==> src/rtl/matrix_rotate_flip_engine_macros.svh <==
// assertion macros shared by the matrix rotate and flip engine
`ifndef MATRIX_ROTATE_FLIP_ENGINE_MACROS_SVH
`define MATRIX_ROTATE_FLIP_ENGINE_MACROS_SVH

// same-cycle implication, disabled during reset
`define MRFE_ASSERT_IMP(lbl, ante, cons, msg) \
  lbl: assert property (@(posedge clk) disable iff (rst) (ante) |-> (cons)) else $error(msg);

// next-cycle implication, disabled during reset
`define MRFE_ASSERT_NXT(lbl, ante, cons, msg) \
  lbl: assert property (@(posedge clk) disable iff (rst) (ante) |=> (cons)) else $error(msg);

`endif

==> src/rtl/mrf_pkg.sv <==
// shared types and constants of the matrix rotate and flip engine
`timescale 1ns / 1ps
package mrf_pkg;

  // input action codes, carried in s_axis_tuser
  localparam logic [1:0] ACT_LOAD  = 2'd0;
  localparam logic [1:0] ACT_PUSH  = 2'd1;
  localparam logic [1:0] ACT_APPLY = 2'd2;
  localparam logic [1:0] ACT_READ  = 2'd3;

  // configuration register indexes
  localparam logic CFG_ROW_COUNT = 1'b0;
  localparam logic CFG_COL_COUNT = 1'b1;

  localparam int CFG_IDX_W  = 1;
  localparam int CFG_DATA_W = 4;
  localparam int ACTION_W   = 2;
  localparam int ELEMENT_W  = 32;
  localparam int VALUE_W    = 32;
  localparam int OUT_DIM_W  = 4;
  localparam int IN_TDATA_W  = 40;
  localparam int OUT_TDATA_W = 40;
  localparam int EXT_W      = 64;

  // commands from the controller to the datapath
  typedef struct packed {
    logic do_load;
    logic do_push;
    logic apply_start;
    logic op_step;
    logic div_step;
    logic out_apply;
    logic out_read;
  } ctrl_cmd_t;

  // status from the datapath to the controller
  typedef struct packed {
    logic ops_pending;
    logic ops_last;
    logic div_done;
    logic read_avail;
    logic out_free;
  } dp_status_t;

endpackage

==> src/rtl/matrix_rotate_flip_engine.sv <==
// top level of the matrix rotate and flip engine
`timescale 1ns / 1ps
//
// channel   direction  handshake                      payload
// s_axis    in         s_axis_tvalid / s_axis_tready  tuser: action; tdata: element, op_is_flip
// m_axis    out        m_axis_tvalid / m_axis_tready  tdata: value, out_rows, out_cols; tlast
// cfg       in         cfg_we (no wait)               cfg_index, cfg_data
//
// load and push transactions are taken directly from idle; a read first passes the registered store read
// apply is accepted, then reads (registered op stack read) and composes each stacked operation,
// takes a divide step per full row already loaded in the new layout plus a step that rebuilds
// the load position, and then issues its result
// reset is synchronous and active high; the element store needs no clearing pass
// a finished result waits in the output register while the next transaction is taken;
// a result-producing transaction stalls only while that register is still full
module matrix_rotate_flip_engine #(
  parameter int MAX_DIM    = 8,
  parameter int MAX_OPS    = 16,
  parameter int DATA_WIDTH = 32
) (
  input  logic                               clk,
  input  logic                               rst,
  // slave side
  input  logic                               s_axis_tvalid,
  output logic                               s_axis_tready,
  // tdata, lowest bit up: element[31:0], op_is_flip[32], zero fill [39:33]
  input  logic [mrf_pkg::IN_TDATA_W-1:0]     s_axis_tdata,
  // tuser: action[1:0]
  input  logic [mrf_pkg::ACTION_W-1:0]       s_axis_tuser,
  // master side
  output logic                               m_axis_tvalid,
  input  logic                               m_axis_tready,
  // tdata, lowest bit up: value[31:0], out_rows[35:32], out_cols[39:36]
  output logic [mrf_pkg::OUT_TDATA_W-1:0]    m_axis_tdata,
  output logic                               m_axis_tlast,
  // configuration writes: 0 row_count, 1 col_count
  input  logic                               cfg_we,
  input  logic [mrf_pkg::CFG_IDX_W-1:0]      cfg_index,
  input  logic [mrf_pkg::CFG_DATA_W-1:0]     cfg_data
);
  import mrf_pkg::*;

  ctrl_cmd_t                cmd;
  dp_status_t               status;
  logic [VALUE_W-1:0]       out_value;
  logic [OUT_DIM_W-1:0]     out_rows;
  logic [OUT_DIM_W-1:0]     out_cols;

  // sequencing of load, push, apply and read transactions
  mrf_ctrl u_ctrl (
    .clk      (clk),
    .rst      (rst),
    .in_valid (s_axis_tvalid),
    .action   (s_axis_tuser),
    .in_ready (s_axis_tready),
    .status   (status),
    .cmd      (cmd)
  );

  // store, op stack, remap registers and output register
  mrf_datapath #(
    .MAX_DIM    (MAX_DIM),
    .MAX_OPS    (MAX_OPS),
    .DATA_WIDTH (DATA_WIDTH)
  ) u_datapath (
    .clk        (clk),
    .rst        (rst),
    .cfg_we     (cfg_we),
    .cfg_index  (cfg_index),
    .cfg_data   (cfg_data),
    .element    (s_axis_tdata[ELEMENT_W-1:0]),
    .op_is_flip (s_axis_tdata[ELEMENT_W]),
    .cmd        (cmd),
    .status     (status),
    .out_valid  (m_axis_tvalid),
    .out_ready  (m_axis_tready),
    .out_value  (out_value),
    .out_rows   (out_rows),
    .out_cols   (out_cols),
    .out_last   (m_axis_tlast)
  );

  // result fields packed from the lowest bit up
  assign m_axis_tdata = {out_cols, out_rows, out_value};

endmodule

==> src/rtl/mrf_ctrl.sv <==
// controller state machine of the matrix rotate and flip engine
`timescale 1ns / 1ps
module mrf_ctrl (
  input  logic                   clk,
  input  logic                   rst,
  input  logic                   in_valid,
  input  logic [1:0]             action,
  output logic                   in_ready,
  input  mrf_pkg::dp_status_t    status,
  output mrf_pkg::ctrl_cmd_t     cmd
);
  import mrf_pkg::*;

  localparam logic [2:0] ST_IDLE   = 3'd0;
  localparam logic [2:0] ST_AP_RD  = 3'd1;
  localparam logic [2:0] ST_AP_OP  = 3'd2;
  localparam logic [2:0] ST_AP_DIV = 3'd3;
  localparam logic [2:0] ST_AP_OUT = 3'd4;
  localparam logic [2:0] ST_RD_OUT = 3'd5;

  logic [2:0] state;
  logic [2:0] state_next;

  assign in_ready = (state == ST_IDLE);

  always_comb begin
    state_next = state;
    cmd        = '0;
    case (state)
      ST_IDLE: begin
        if (in_valid) begin
          case (action)
            ACT_LOAD: cmd.do_load = 1'b1;
            ACT_PUSH: cmd.do_push = 1'b1;
            ACT_APPLY: begin
              cmd.apply_start = 1'b1;
              state_next = status.ops_pending ? ST_AP_RD : ST_AP_DIV;
            end
            ACT_READ: begin
              if (status.read_avail) state_next = ST_RD_OUT;
            end
            default: state_next = ST_IDLE;
          endcase
        end
      end
      ST_AP_RD: state_next = ST_AP_OP;
      ST_AP_OP: begin
        cmd.op_step = 1'b1;
        state_next  = status.ops_last ? ST_AP_DIV : ST_AP_RD;
      end
      ST_AP_DIV: begin
        cmd.div_step = 1'b1;
        if (status.div_done) state_next = ST_AP_OUT;
      end
      ST_AP_OUT: begin
        if (status.out_free) begin
          cmd.out_apply = 1'b1;
          state_next    = ST_IDLE;
        end
      end
      ST_RD_OUT: begin
        if (status.out_free) begin
          cmd.out_read = 1'b1;
          state_next   = ST_IDLE;
        end
      end
      default: state_next = ST_IDLE;
    endcase
  end

  always_ff @(posedge clk) begin
    if (rst) begin
      state <= ST_IDLE;
    end else begin
      state <= state_next;
    end
  end

endmodule

==> src/rtl/mrf_datapath.sv <==
// datapath of the matrix rotate and flip engine: store, op stack, address remap
`timescale 1ns / 1ps
module mrf_datapath #(
  parameter int MAX_DIM    = 8,
  parameter int MAX_OPS    = 16,
  parameter int DATA_WIDTH = 32
) (
  input  logic                              clk,
  input  logic                              rst,
  input  logic                              cfg_we,
  input  logic [mrf_pkg::CFG_IDX_W-1:0]     cfg_index,
  input  logic [mrf_pkg::CFG_DATA_W-1:0]    cfg_data,
  input  logic [mrf_pkg::ELEMENT_W-1:0]     element,
  input  logic                              op_is_flip,
  input  mrf_pkg::ctrl_cmd_t                cmd,
  output mrf_pkg::dp_status_t               status,
  output logic                              out_valid,
  input  logic                              out_ready,
  output logic [mrf_pkg::VALUE_W-1:0]       out_value,
  output logic [mrf_pkg::OUT_DIM_W-1:0]     out_rows,
  output logic [mrf_pkg::OUT_DIM_W-1:0]     out_cols,
  output logic                              out_last
);
  import mrf_pkg::*;

  `include "matrix_rotate_flip_engine_macros.svh"

  localparam int DIM_W   = $clog2(MAX_DIM + 1);
  localparam int POS_W   = $clog2(MAX_DIM);
  localparam int PROD_W  = 2 * DIM_W;
  localparam int CELLS   = MAX_DIM * MAX_DIM;
  localparam int ADDR_W  = $clog2(CELLS);
  localparam int CNT_W   = $clog2(CELLS + 1);
  localparam int OPS_AW  = (MAX_OPS > 1) ? $clog2(MAX_OPS) : 1;
  localparam int OPC_W   = $clog2(MAX_OPS + 1);

  // dimensions and orientation of the current view
  logic [DIM_W-1:0] rows_cfg;
  logic [DIM_W-1:0] cols_cfg;
  logic             swp;
  logic             flip_r;
  logic             flip_c;

  logic [CNT_W-1:0] load_count;
  logic [DIM_W-1:0] li;
  logic [POS_W-1:0] lk;
  logic [CNT_W-1:0] read_index;
  logic [DIM_W-1:0] ri;
  logic [POS_W-1:0] rk;
  logic [CNT_W-1:0] rem;
  logic [OPC_W-1:0] op_count;

  logic [DATA_WIDTH-1:0] store_mem [CELLS];
  logic [DATA_WIDTH-1:0] store_q;
  logic                  stack_mem [MAX_OPS];
  logic                  stack_q;

  logic [DIM_W-1:0]  cur_rows;
  logic [DIM_W-1:0]  cur_cols;
  logic [PROD_W-1:0] total_full;
  logic [CNT_W-1:0]  total;
  logic [ADDR_W-1:0] wr_addr;
  logic [ADDR_W-1:0] rd_addr;
  logic [OPC_W-1:0]  op_top;
  logic              load_ok;
  logic              push_ok;
  logic [DIM_W-1:0]  cfg_dim;
  logic [EXT_W-1:0]  elem_ext;
  logic [EXT_W-1:0]  rd_ext;
  logic [7:0]        rows_ext;
  logic [7:0]        cols_ext;

  function automatic logic [DIM_W-1:0] clamp_dim(input logic [CFG_DATA_W-1:0] v);
    logic [7:0] v8;
    v8 = 8'(v);
    if (v8 == 8'd0) return DIM_W'(1);
    if (v8 > 8'(MAX_DIM)) return DIM_W'(MAX_DIM);
    return v8[DIM_W-1:0];
  endfunction

  // logical position of the current view to physical store address
  function automatic logic [ADDR_W-1:0] phys_addr(input logic [POS_W-1:0] i,
                                                  input logic [POS_W-1:0] k);
    logic [POS_W-1:0]  a;
    logic [POS_W-1:0]  b;
    logic [DIM_W-1:0]  pr;
    logic [DIM_W-1:0]  pc;
    logic [PROD_W-1:0] prod;
    a    = swp ? k : i;
    b    = swp ? i : k;
    pr   = flip_r ? (rows_cfg - DIM_W'(1) - DIM_W'(a)) : DIM_W'(a);
    pc   = flip_c ? (cols_cfg - DIM_W'(1) - DIM_W'(b)) : DIM_W'(b);
    prod = PROD_W'(pr) * PROD_W'(cols_cfg) + PROD_W'(pc);
    return prod[ADDR_W-1:0];
  endfunction

  assign cur_rows   = swp ? cols_cfg : rows_cfg;
  assign cur_cols   = swp ? rows_cfg : cols_cfg;
  assign total_full = PROD_W'(rows_cfg) * PROD_W'(cols_cfg);
  assign total      = total_full[CNT_W-1:0];
  assign op_top     = op_count - OPC_W'(1);
  assign load_ok    = cmd.do_load && (load_count < total);
  assign push_ok    = cmd.do_push && (op_count < OPC_W'(MAX_OPS));
  assign cfg_dim    = clamp_dim(cfg_data);
  assign elem_ext   = EXT_W'(element);
  assign rd_ext     = EXT_W'(store_q);
  assign rows_ext   = 8'(cur_rows);
  assign cols_ext   = 8'(cur_cols);

  // store addresses of the load and read positions under the current view
  always_comb begin
    wr_addr = phys_addr(li[POS_W-1:0], lk);
    rd_addr = phys_addr(ri[POS_W-1:0], rk);
  end

  assign status.ops_pending = (op_count != '0);
  assign status.ops_last    = (op_count == OPC_W'(1));
  assign status.div_done    = (rem < CNT_W'(cur_cols));
  assign status.read_avail  = (read_index < total);
  assign status.out_free    = !out_valid || out_ready;

  // element store, one write and one registered read a cycle
  always_ff @(posedge clk) begin
    if (load_ok) store_mem[wr_addr] <= elem_ext[DATA_WIDTH-1:0];
    store_q <= store_mem[rd_addr];
  end

  // op stack, read at the top entry
  always_ff @(posedge clk) begin
    if (push_ok) stack_mem[op_count[OPS_AW-1:0]] <= op_is_flip;
    stack_q <= stack_mem[op_top[OPS_AW-1:0]];
  end

  always_ff @(posedge clk) begin
    if (rst) begin
      rows_cfg   <= DIM_W'(1);
      cols_cfg   <= DIM_W'(1);
      swp        <= 1'b0;
      flip_r     <= 1'b0;
      flip_c     <= 1'b0;
      load_count <= '0;
      li         <= '0;
      lk         <= '0;
      read_index <= '0;
      ri         <= '0;
      rk         <= '0;
      rem        <= '0;
      op_count   <= '0;
    end else if (cfg_we) begin
      if (cfg_index == CFG_ROW_COUNT) rows_cfg <= cfg_dim;
      if (cfg_index == CFG_COL_COUNT) cols_cfg <= cfg_dim;
      swp        <= 1'b0;
      flip_r     <= 1'b0;
      flip_c     <= 1'b0;
      load_count <= '0;
      li         <= '0;
      lk         <= '0;
      read_index <= '0;
      ri         <= '0;
      rk         <= '0;
      op_count   <= '0;
    end else begin
      if (load_ok) begin
        load_count <= load_count + CNT_W'(1);
        if (DIM_W'(lk) == cur_cols - DIM_W'(1)) begin
          lk <= '0;
          li <= li + DIM_W'(1);
        end else begin
          lk <= lk + POS_W'(1);
        end
      end
      if (push_ok) op_count <= op_count + OPC_W'(1);
      if (cmd.apply_start) begin
        rem        <= load_count;
        li         <= '0;
        read_index <= '0;
        ri         <= '0;
        rk         <= '0;
      end
      // compose one stacked operation into the remap
      if (cmd.op_step) begin
        op_count <= op_top;
        if (stack_q) begin
          if (swp) flip_c <= ~flip_c;
          else flip_r <= ~flip_r;
        end else begin
          if (swp) flip_r <= ~flip_r;
          else flip_c <= ~flip_c;
          swp <= ~swp;
        end
      end
      // recover the load row and column under the new column count
      if (cmd.div_step) begin
        if (status.div_done) begin
          lk <= rem[POS_W-1:0];
        end else begin
          rem <= rem - CNT_W'(cur_cols);
          li  <= li + DIM_W'(1);
        end
      end
      if (cmd.out_read) begin
        read_index <= read_index + CNT_W'(1);
        if (DIM_W'(rk) == cur_cols - DIM_W'(1)) begin
          rk <= '0;
          ri <= ri + DIM_W'(1);
        end else begin
          rk <= rk + POS_W'(1);
        end
      end
    end
  end

  // output register
  always_ff @(posedge clk) begin
    if (rst) begin
      out_valid <= 1'b0;
    end else if (cmd.out_apply || cmd.out_read) begin
      out_valid <= 1'b1;
    end else if (out_ready) begin
      out_valid <= 1'b0;
    end
  end

  always_ff @(posedge clk) begin
    if (cmd.out_apply) begin
      out_value <= '0;
      out_rows  <= rows_ext[OUT_DIM_W-1:0];
      out_cols  <= cols_ext[OUT_DIM_W-1:0];
      out_last  <= 1'b0;
    end else if (cmd.out_read) begin
      out_value <= rd_ext[VALUE_W-1:0];
      out_rows  <= rows_ext[OUT_DIM_W-1:0];
      out_cols  <= cols_ext[OUT_DIM_W-1:0];
      out_last  <= (CNT_W'(read_index + CNT_W'(1)) == total);
    end
  end

  `MRFE_ASSERT_IMP(a_load_bound, 1'b1, load_count <= total, "load count beyond matrix size")
  `MRFE_ASSERT_IMP(a_read_bound, 1'b1, read_index <= total, "read index beyond matrix size")
  `MRFE_ASSERT_NXT(a_step_pops, cmd.op_step && !cfg_we, op_count == $past(op_count) - OPC_W'(1),
                   "operation step did not pop the stack")
  `MRFE_ASSERT_IMP(a_stack_bound, 1'b1, op_count <= OPC_W'(MAX_OPS), "op stack overfilled")

endmodule

==> config.mk <==
export PLATFORM = sky130hd
export DESIGN_NAME = matrix_rotate_flip_engine
export DESIGN_NICKNAME = d
export VERILOG_FILES = /design/src/rtl/mrf_pkg.sv /design/src/rtl/matrix_rotate_flip_engine.sv /design/src/rtl/mrf_ctrl.sv /design/src/rtl/mrf_datapath.sv
export VERILOG_INCLUDE_DIRS = /design/src /design/src/rtl
export SDC_FILE = /design/constraint.sdc
export NUM_CORES = 2
export LEC_CHECK = 0
export BUFFER_PORTS_ARGS = -buffer_cell sky130_fd_sc_hd__buf_4
export CORE_UTILIZATION = 63
export DETAILED_ROUTE_END_ITERATION = 7
export PLACE_DENSITY_LB_ADDON = 0.1
export SETUP_SLACK_MARGIN = 0.5
export SYNTH_ARGS = -nofsm -noshare
export SYNTH_HDL_FRONTEND = slang
export SYNTH_SLANG_ARGS = --single-unit
==> constraint.sdc <==
create_clock -name clk -period 9.05 [get_ports clk]
set_input_delay 2.2625 -clock clk [delete_from_list [all_inputs] [get_ports clk]]
set_output_delay 2.2625 -clock clk [all_outputs]
set_load 0.01 [all_outputs]
==> flow_metrics.py <==
metrics = {
    "floorplanning": {
        "die_y_um": 372,
        "die_width_um": 372,
        "initial_core_util_pct": 63.6,
        "dieArea_um2": 139000,
        "coreArea_um2": 136000,
        "rows": 135,
        "io_pins": 95,
    },
    "cells_and_area": {
        "layout-drive-gt1-share_pct": 28.5,
        "syn2layout_area_growth_pct": 12.1,
        "nNetsFinal": 4314,
        "nFillCells": 7829,
    },
    "worst_setup_path": {
        "cp_num_buf_inv": 3,
        "r2r_end": "u_datapath.store_mem[58][0]",
        "critical_path_class": "flop to flop",
        "endpoint_kind": "flop",
        "worstPathRequired_ns": 9.57,
        "cp_data_arrival_time_ns": 8.02,
        "cp_common_cell": "fa_1",
        "cp.depth": 18,
        "startpoint": "u_datapath.rows_cfg[0]",
        "slowest_delay_ns": 0.99,
        "start_kind": "flop",
        "r2r_setup_slack_ns": 1.55,
        "crit_fanout": 19,
        "cp_slowest_cell": "nor2_4",
        "crit_chain": "inv_1, ha_1, fa_1, xor2_1, mux2i_1, nand2_1, fa_1, fa_1, inv_1, fa_1, ha_1, a21o_1, a21oi_1, xnor3_1, xnor2_1, o2111ai_2, nor2_4, buf_4",
        "cp-endpoint": "u_datapath.store_mem[58][0]",
        "critical_path.top_delay_family": "adder cells",
        "worstReg2RegStart": "u_datapath.rows_cfg[0]",
        "ff2ff_path_depth": 18,
    },
    "status": {
        "status": "finished, final reports clean",
    },
    "placed_design": {
        "place_congestion": 0.804,
        "dp_hpwl_mm": 107,
        "io_buffers": 87,
    },
    "detailed_routing": {
        "wirelength_met1_mm": 78.8,
        "drc": 0,
        "vias": 41200,
        "wl_per_cell_um": 32.6,
        "wl_met3_mm": 18.5,
        "first_pass_iters": 5,
        "wl_met2_mm": 98.0,
        "vias_per_cell": 6.73,
        "routed_wl_mm": 200,
        "ant_nets": 0,
        "top_layer_used": "met5",
        "drt_iter0_drc": 5150,
    },
    "clock_tree": {
        "clk_pin_slew_ns": 0.06,
        "clk_latency_ns": 0.84,
        "tritoncts": "done",
        "cts_buffer_depth": 3,
        "postCtsHoldBufs": 0,
        "cts_root_buffer": "clkbuf_16",
        "post_cts_resize_count": 0,
        "cts_inserted_buffers": 208,
        "htreeDepth": 4,
        "cts_sinks": 2191,
        "cts_setup_buffers": 0,
    },
    "timing": {
        "setup-tns-final_ns": 0,
        "hold_violations": 0,
        "fin_crit_sh_pct": 82.9,
        "fin_crit_ns": 7.50,
        "finalSetupViolCount": 0,
        "tightest_slew_ns": 1.25,
        "clock_skew_ns": 0.0356,
        "slew_headroom_pct": 16.5,
        "max_freq_mhz": 133,
        "slew_viol_final": 0,
        "rsz0062_at_grt": "no",
    },
    "worst_hold_path": {
        "hp-class": "flop to flop",
        "hold_depth": 2,
    },
    "yosys": {
        "ys.flop_type": "edfxtp_1",
        "async_flop_share_pct": 0,
        "synth_cells": 3964,
        "yosysWarnings": 0,
        "synth.distinct_cells": 64,
        "synthesis.nets": 4110,
        "syn_avg_cell_area_um2": 21.8,
        "syn-cell-area_um2": 86300,
        "synth_edf_count": 2072,
        "synth_seq_area_share_pct": 74.8,
        "ys_ff_latch": 2191,
    },
    "global_route": {
        "grt_pass1_vias": 41000,
        "grt_antenna_before_repair": 8,
        "grt_max_degree": 118,
        "grt_pass1_wl_mm": 288,
        "overflow": 0,
        "grt.total_usage_pct": 29.7,
    },
    "power": {
        "power.density_nw_per_um2": 226,
        "power_mw": 21.9,
        "ir_drop_v": 0.000186,
        "power_leakage_nw": 30.5,
    },
    "job": {
        "max_cap_viol_count": 0,
    },
}
cell families after synthesis:
group / share of synthesized area (%)
compound gates: 1.07
xor+xnor: 0.625
fa+ha+maj: 1.56
buf+inv: 1.25
flops: 74.8
mux: 18.2
simple gates: 2.45
layout by cell type, fill, tap and decap left out, drive strengths merged, types with 9 or more instances in the layout:
| cell type | instances |
|---|---|
| nand3 | 53 |
| and2 | 33 |
| xor2 | 19 |
| and3 | 11 |
| a21oi | 52 |
| o21ai | 27 |
| bufinv | 16 |
| xnor2 | 40 |
| dfxtp | 119 |
| nor2 | 143 |
| buf | 199 |
| a21o | 12 |
| fa | 21 |
| inv | 63 |
| clkinv | 79 |
| edfxtp | 2072 |
| nand2b | 9 |
| nand2 | 125 |
| nor3 | 20 |
| mux2i | 109 |
| mux4 | 644 |
| ha | 73 |
| clkbuf | 277 |
| mux2 | 12 |
final cells by class:
class | instances | area, um2 | share of cell area, %
flip-flops and latches | 2191 | 64600 | 66.8
multi-input cells | 1513 | 21300 | 22.0
clock buffers | 277 | 5690 | 5.88
well taps | 1781 | 2230 | 2.30
repair buffers | 199 | 1720 | 1.78
clock inverters | 109 | 1030 | 1.06
inverters | 55 | 206 | 0.213
diodes | 2 | 5.00 | 0.00517
per-layer routing:
metal / global-route usage, % / vias to the layer above
li1: - / 16900
met4: 7.53 / 10
met5: 0 / -
met3: 6.10 / 259
met2: 46.9 / 1998
met1: 43.2 / 22100
where the power goes:
| part | switching (mW) | total, mW | internal (mW) |
|---|---|---|---|
| clock network | 3.68 | 8.55 | 4.87 |
| logic | 1.07 | 2.00 | 0.921 |
| registers | 0.105 | 11.3 | 11.2 |
| total | 4.86 | 21.9 | 17.0 |
worst min-delay path by stage:
stage / from / slack, ns / to
after floorplan: u_datapath.store_q[0] / 0.42 / u_datapath.out_value[0]
after global placement: u_datapath.out_value[1] / 0.43 / u_datapath.out_value[1]
after detailed placement: u_datapath.out_value[31] / 0.43 / u_datapath.out_value[31]
after CTS: u_datapath.out_value[7] / 0.44 / u_datapath.out_value[7]
after global routing: u_datapath.out_value[25] / 0.45 / u_datapath.out_value[25]
final: u_datapath.out_value[31] / 0.44 / u_datapath.out_value[31]
worst reg2reg max path, stage by stage (launching register included):
cell and delay, ns:
dfxtp_1 0.57, inv_1 0.18, ha_1 0.40, fa_1 0.40, xor2_1 0.17, mux2i_1 0.29, nand2_1 0.14, fa_1 0.53
fa_1 0.50, inv_1 0.05, fa_1 0.44, ha_1 0.36, a21o_1 0.18, a21oi_1 0.14, xnor3_1 0.45, xnor2_1 0.43
o2111ai_2 0.63, nor2_4 0.99, buf_4 0.34
metrics by stage:
step	util (%)	setup slack (ns)	instance area (um2)	instances	hold WS, ns
final	71.3	1.55	96800	6127	0.437
after global routing	71.3	1.18	96700	6125	0.448
after CTS	71.3	1.54	96700	6125	0.442
after detailed placement	66.4	1.61	90000	5739	0.434
after global placement	66.4	1.69	90000	5739	0.427
after floorplan	-	1.74	86300	3964	0.420
cells in the mapped netlist, types with 4 or more instances:
master | n | area share [%]
xor2_1 | 19 | 0.19
o21a_1 | 5 | 0.043
buf_6 | 4 | 0.052
o22ai_1 | 5 | 0.036
nor2_1 | 143 | 0.62
or3_1 | 7 | 0.051
inv_1 | 53 | 0.23
clkbuf_1 | 123 | 0.53
dfxtp_1 | 119 | 2.8
nor3_1 | 20 | 0.12
xnor2_1 | 40 | 0.41
and2_1 | 33 | 0.24
or4_1 | 4 | 0.035
nand3_1 | 53 | 0.31
nand3b_1 | 8 | 0.070
a21o_1 | 12 | 0.10
nor2b_1 | 7 | 0.051
o211ai_1 | 6 | 0.052
o2111ai_1 | 8 | 0.081
nand2b_1 | 9 | 0.065
and3_1 | 11 | 0.080
edfxtp_1 | 2072 | 72
nand2_1 | 125 | 0.54
o31ai_1 | 4 | 0.035
mux4_2 | 644 | 17
nor3b_1 | 4 | 0.035
mux2_2 | 12 | 0.16
a21oi_1 | 52 | 0.30
a31oi_1 | 5 | 0.036
ha_1 | 73 | 1.1
nand4_1 | 7 | 0.051
o21ai_0 | 27 | 0.16
buf_2 | 57 | 0.33
fa_1 | 21 | 0.49
buf_1 | 21 | 0.091
mux2i_1 | 109 | 1.3
a211oi_1 | 6 | 0.052
registers in the layout, indices dropped and copies added (netlist names), 4 cells and up:
name	count
u_datapath.out_rows	4
u_datapath.store_mem	2048
u_datapath.op_count	5
u_datapath.out_cols	4
u_datapath.rows_cfg	4
u_datapath.rem	7
u_datapath.load_count	7
u_datapath.out_value	32
u_datapath.read_index	7
u_datapath.cols_cfg	4
u_datapath.store_q	32
u_datapath.stack_mem	16
(Power assumes the default switching activity.)
